===== config.mk =====
export PLATFORM = sky130hd
export DESIGN_NAME = rptl_cell
export DESIGN_NICKNAME = d
export VERILOG_FILES = /design/src/rtl/route_prefix_table_lookup_unit_macros.svh /design/src/rtl/rptl_pkg.sv /design/src/rtl/rptl_cell.sv
export SDC_FILE = /design/constraint.sdc
export NUM_CORES = 1
export LEC_CHECK = 0
export ABC_CLOCK_PERIOD_IN_PS = 3020
export BUFFER_PORTS_ARGS = -buffer_cell sky130_fd_sc_hd__buf_4
export CAP_MARGIN = 20
export CORE_ASPECT_RATIO = 0.5
export CORE_UTILIZATION = 25
export DETAILED_ROUTE_END_ITERATION = 10
export HOLD_SLACK_MARGIN = 0.12
export PLACE_DENSITY_LB_ADDON = 0.3
export RECOVER_POWER = 100
export SYNTH_ARGS = -nofsm -noshare
export SYNTH_HDL_FRONTEND = slang
export SYNTH_SLANG_ARGS = --single-unit

===== constraint.sdc =====
create_clock -name clk -period 3.02 [get_ports clk]
set_clock_uncertainty 0.15 [all_clocks]
set_input_delay 0.302 -clock clk [delete_from_list [all_inputs] [get_ports clk]]
set_output_delay 0.302 -clock clk [all_outputs]
set_load 0.02 [all_outputs]

===== src/rtl/route_prefix_table_lookup_unit_macros.svh =====
// ---------------------------------------------------------------------------
// route prefix table lookup: assertion macros
// concurrent checks clocked on clk, disabled while rst is high
// ---------------------------------------------------------------------------
`ifndef ROUTE_PREFIX_TABLE_LOOKUP_UNIT_MACROS_SVH
`define ROUTE_PREFIX_TABLE_LOOKUP_UNIT_MACROS_SVH

`ifndef ASSERT_OFF
`define RPTL_ASSERT(lbl, prop) \
  lbl: assert property (@(posedge clk) disable iff (rst) (prop)) \
    else $error("rptl check failed");
`define RPTL_ASSERT_IMPL(lbl, ante, cons) \
  lbl: assert property (@(posedge clk) disable iff (rst) (ante) |-> (cons)) \
    else $error("rptl implication failed");
`define RPTL_ASSERT_NEXT(lbl, ante, cons) \
  lbl: assert property (@(posedge clk) disable iff (rst) (ante) |=> (cons)) \
    else $error("rptl next-cycle check failed");
`else
`define RPTL_ASSERT(lbl, prop)
`define RPTL_ASSERT_IMPL(lbl, ante, cons)
`define RPTL_ASSERT_NEXT(lbl, ante, cons)
`endif

`endif


===== src/rtl/rptl_pkg.sv =====
// ---------------------------------------------------------------------------
// rptl_pkg
// shared widths, codes and link types of the route prefix table
// ---------------------------------------------------------------------------
package rptl_pkg;

  localparam int KEY_W      = 24;
  localparam int IFACE_W    = 8;
  localparam int ADDR_W     = 32;
  localparam int STATUS_W   = 3;
  localparam int S_DATA_W   = 64;
  localparam int M_DATA_W   = 16;
  localparam int DEF_TABLE_ENTRIES = 64;

  localparam logic FUNC_LOAD   = 1'b0;
  localparam logic FUNC_LOOKUP = 1'b1;

  localparam logic [STATUS_W-1:0] STATUS_MATCH   = 3'd0;
  localparam logic [STATUS_W-1:0] STATUS_DEFAULT = 3'd1;
  localparam logic [STATUS_W-1:0] STATUS_NOROUTE = 3'd2;
  localparam logic [STATUS_W-1:0] STATUS_STORED  = 3'd3;
  localparam logic [STATUS_W-1:0] STATUS_FULL    = 3'd4;

  // broadcast from the controller to every cell
  typedef struct packed {
    logic               ins_en;
    logic [KEY_W-1:0]   key;
    logic [IFACE_W-1:0] iface;
  } rptl_ctrl_t;

  // handed from one cell to its right neighbor
  typedef struct packed {
    logic               valid;
    logic               gt;
    logic               match;
    logic [KEY_W-1:0]   key;
    logic [IFACE_W-1:0] iface;
  } rptl_link_t;

  // per-cell lookup answer, zero unless this cell holds the first match
  typedef struct packed {
    logic               hit;
    logic [IFACE_W-1:0] iface;
  } rptl_leaf_t;

endpackage


===== src/rtl/rptl_cell.sv =====
// ---------------------------------------------------------------------------
// rptl_cell
// one slot of the sorted route row: insert by shifting, exact-match compare
// ---------------------------------------------------------------------------
module rptl_cell
  import rptl_pkg::*;
(
  input  logic       clk,
  input  logic       rst,
  input  rptl_ctrl_t ctrl,
  input  rptl_link_t left,
  output rptl_link_t right,
  output rptl_leaf_t leaf
);

  logic               valid;
  logic [KEY_W-1:0]   key;
  logic [IFACE_W-1:0] iface;
  logic               match;
  logic               gt;
  logic               first;

  // empty slots count as greater, so the row splits at the upper bound
  assign gt    = !valid || (key > ctrl.key);
  assign first = match && !left.match;

  assign right.valid = valid;
  assign right.gt    = gt;
  assign right.match = match;
  assign right.key   = key;
  assign right.iface = iface;

  always_ff @(posedge clk) begin
    if (rst) begin
      valid <= 1'b0;
    end else if (ctrl.ins_en && gt) begin
      valid <= left.gt ? left.valid : 1'b1;
    end
  end

  // first slot above the bound takes the new route, the rest shift right
  always_ff @(posedge clk) begin
    if (ctrl.ins_en && gt) begin
      key   <= left.gt ? left.key   : ctrl.key;
      iface <= left.gt ? left.iface : ctrl.iface;
    end
  end

  always_ff @(posedge clk) begin
    match      <= valid && (key == ctrl.key);
    leaf.hit   <= first;
    leaf.iface <= first ? iface : '0;
  end

endmodule


; Word level (Yosys, flattened, before mapping)
; Cells that the tools add are included.
[totals]
inputBits = 70
reg_bits = 43
out_inout_bits = 44
word_cells = 17
[op_classes]
n_lt_le_gt_ge = 1
n_eq_ne = 1
muxes = 3
n_reduce_logical = 6
[ops]
columns = cell, count
row1 = 24-bit equality test, 1
row2 = 24-bit greater-than comparator, 1
row3 = 24-bit two-way mux, 1
row4 = 8-bit two-way mux, 1
row5 = 1-bit logical AND, 3
row6 = 1-bit logical NOT, 2
row7 = 1-bit logical OR, 1
row8 = 1-bit two-way mux, 1

; Longest topological paths before layout
[depth]
depth_word = 3
depth_mapped = 8
depth_no_buf = 8

; Worst setup path after synthesis
; No wires, ideal clock.
[synth_path]
kind = register to register
start = reg key[23]
end = reg valid
setup_ns = 0.122
path_slack_ns = -0.047
path_buffers = 0
t_arrival_ns = 2.796
synth_period_minus_slack_ns = 3.067
stages_incl_launch_ff = 8
required_time_ns = 2.748
cell_sequence = edfxtp_1 ha_1 nand4_2 nor4_2 and3_2 or2b_2 a21oi_2 mux2_4
[synth_via]
elab_chain_len = 3
[synth_rtl]
columns = item, line
row1 = "start, declared", rptl_cell.sv:17  ; logic [KEY_W-1:0] key;
row2 = "start signal, assigned", rptl_cell.sv:44  ; key <= left.gt ? left.key : ctrl.key;
row3 = 24-bit greater-than comparator, rptl_cell.sv:24  ; assign gt = !valid || (key > ctrl.key);
row4 = 1-bit logical OR, rptl_cell.sv:24
row5 = 1-bit logical AND, rptl_cell.sv:36  ; end else if (ctrl.ins_en && gt) begin
row6 = "end signal, assigned", rptl_cell.sv:37  ; valid <= left.gt ? left.valid : 1'b1;
row7 = "end, declared", rptl_cell.sv:16  ; logic valid;
; No other way between the ends.
; A chain may end at the register's enable or synchronous reset.

; Final worst setup path
; Same ends and word-level chain as after synthesis.

==> impl_metrics.ini <==
[pwr]
p_per_area_mw_per_mm2 = 478.6
power_leakage_uw = 0.001424
ir_drop_mv = 0.1889

[yosys]
synthCells = 208
synth_seq_cells = 43
synth_area_mm2 = 0.002267
ys_types = 28
yosysSeqAreaShare_pct = 52.10
synth_nets = 302
avgSynthCellArea_um2 = 10.90
synth_warnings = 0

[global_route]
grt_pass1_vias = 1866
grt_use_total_pct = 12.13
grt_pass1_wl_um = 8790
grt_start_max_net_pins = 57
antenna_found_initial = 0
grt_overflow = 0

[clock_tree]
clock_sinks = 43
cts_tree = built
clkLatencyLatePin_ns = 0.28
numCtsBuffers = 5
h-tree-depth = 2
cts.root.buffer_cell = clkbuf_16
path_clk_slew_ns = 0.06
post_cts_buffers = 0
ctsHoldBuffers = 0
clock_path_buffers = 2
cts_repair_resize_count = 0

[detailed_routing]
drtAntennaViolNets = 0
drc = 0
vias_per_cell = 4.248
drt-total-wl_um = 5708
vias = 1865
drt_iter0_drc = 77
firstDrtPassIters = 4
wl_per_cell_um = 13.00

[final_layout]
area_growth_pct = 41.17
regArea_mm2 = 0.001181
nets = 415
drive_gt1_share_pct = 28.88
fin_area_mm2 = 0.003201
fill_cells = 917
multi_input_area_um2 = 940.9
diodes = 0

[floorplanning]
ios = 114
num_rows = 24
core-area_mm2 = 0.008738
start_util_pct = 25.95
die_area_mm2 = 0.009477
die_y_um = 69.34
fp.dieW_um = 136.7

[sta]
slew-limit-headroom_pct = -47.28
drv_slew = 57
fmax_mhz = 364.4
hold-worst-slack_ns = 0.1309
hold_viol = 0
setup_viol = 0
rsz0062_at_grt = no
finalCritPeriodShare_pct = 90.86
tightestPinTransition_ns = 2.209
min_period_ns = 2.744
setup-tns-final_ns = 0
post-route-worst-setup-slack_ns = 0.2759

[placed_design]
pre_cts_ws_ns = 0.4461
dp_hpwl_um = 4628
globalplace.congestion = 0.7300
port_buffers = 113
postPlaceCellArea_mm2 = 0.003243

[setup_path]
worstPathMaxFanout = 13
end_kind = flip-flop
ff2ff_path_depth = 7
cp-start-kind = flip-flop
cp.arrival_ns = 2.76
path_class = reg2reg
required_ns = 3.04

[min_path]
hold_class = in2reg
hold_depth = 2

[run_status]
violations = capacitance limit, slew limit
status = finished, violations left

[run]
max_cap_viol_count = 1
[cell usage in the layout, fill, tap and decap left out, types with 4 or more instances in the layout]
cell type   n
clkbuf_1   47
nand2_1    26
buf_4      69
a21oi_1    11
inv_1      26
ha_1       24
o21ai_0    25
nand4_1     4
clkbuf_16   5
dfxtp_1    11
edfxtp_1   32
mux2_2      9
and2_0      6
[area by class of cell]
type                       count  share of cell area, %
clock buffer                   7                  4.144
clock inverter                 1                 0.1564
inverter                      26                  3.049
multi-input combinational    129                  29.40
sequential                    43                  36.90
tap                          117                  4.574
timing repair buffer         116                  21.77
[synthesized netlist by cell type]
cell / instances / area, µm²
a211oi_1: 1 / 7.510
a21o_1: 3 / 22.52
a21oi_1: 11 / 55.05
a21oi_2: 1 / 8.760
a41o_1: 1 / 10.01
and2_1: 8 / 50.05
and3_2: 1 / 7.510
buf_1: 1 / 3.750
buf_4: 3 / 22.52
clkbuf_1: 6 / 22.52
dfxtp_1: 11 / 220.2
edfxtp_1: 32 / 960.9
ha_1: 24 / 300.3
inv_1: 26 / 97.59
mux2_2: 9 / 101.4
mux2_4: 1 / 15.01
nand2_1: 26 / 97.59
nand3_1: 2 / 10.01
nand4_1: 4 / 25.02
nand4_2: 2 / 25.02
nor2_1: 1 / 3.750
nor2b_1: 3 / 18.77
nor4_1: 1 / 6.260
nor4_2: 2 / 25.02
o2111ai_1: 1 / 8.760
o211ai_1: 1 / 7.510
o21ai_0: 25 / 125.1
or2b_2: 1 / 8.760
[path summary, 6_finish.rpt]
kind	from	endpoint	slack [ns]
worst max register to register	key[23]	valid	0.28
worst max-delay path	key[23]	valid	0.28
worst min-delay path	left[32]	leaf[8]	0.13
worst min register to register	iface[7]	leaf[7]	0.32
[worst max-delay path: stages, from the launching register on]
cell	delay, ns
edfxtp_1	0.41
ha_1	0.35
nand4_2	0.16
nor4_1	0.39
o21ai_0	0.28
a21oi_4	0.23
clkbuf_2	0.34
mux2_4	0.33
[logic make-up (layout without fill, tap and decap cells)]
group,Yosys count,count (layout),synth area share [%]
flops,43,43,52.10
fa+ha+maj,24,24,13.25
buf+inv,36,150,6.456
simple gates,51,51,12.25
compound gates,44,44,10.82
mux,10,10,5.132
[registers in the layout (all words and copies together), names as in the netlist]
name / count
iface: 8
key: 24
leaf: 9
match: 1
valid: 1
[report_power, final]
part,switching [µW],internal [µW]
combinational,170,137
clock,210,306
sequential,23.2,686
total,403,1130
[metal layers]
metal | up-vias | global-route usage (%) | wire [µm]
li1 | 953 | - | -
met1 | 880 | 14.71 | 2476
met2 | 28 | 21.38 | 3006
met3 | 4 | 2.632 | 176
met4 | 0 | 3.704 | 48
met5 | - | 0 | 0
[stage by stage]
step                      instances  power [µW]  utilization, %
final                           439        1532           36.63
after global routing            439        1606           36.63
after CTS                       439        1582           38.69
after detailed placement        431        1064           37.11
after global placement          431        1058           37.11
after floorplan                 208       896.1               -
No activity file was read; power rests on OpenSTA's default activity.
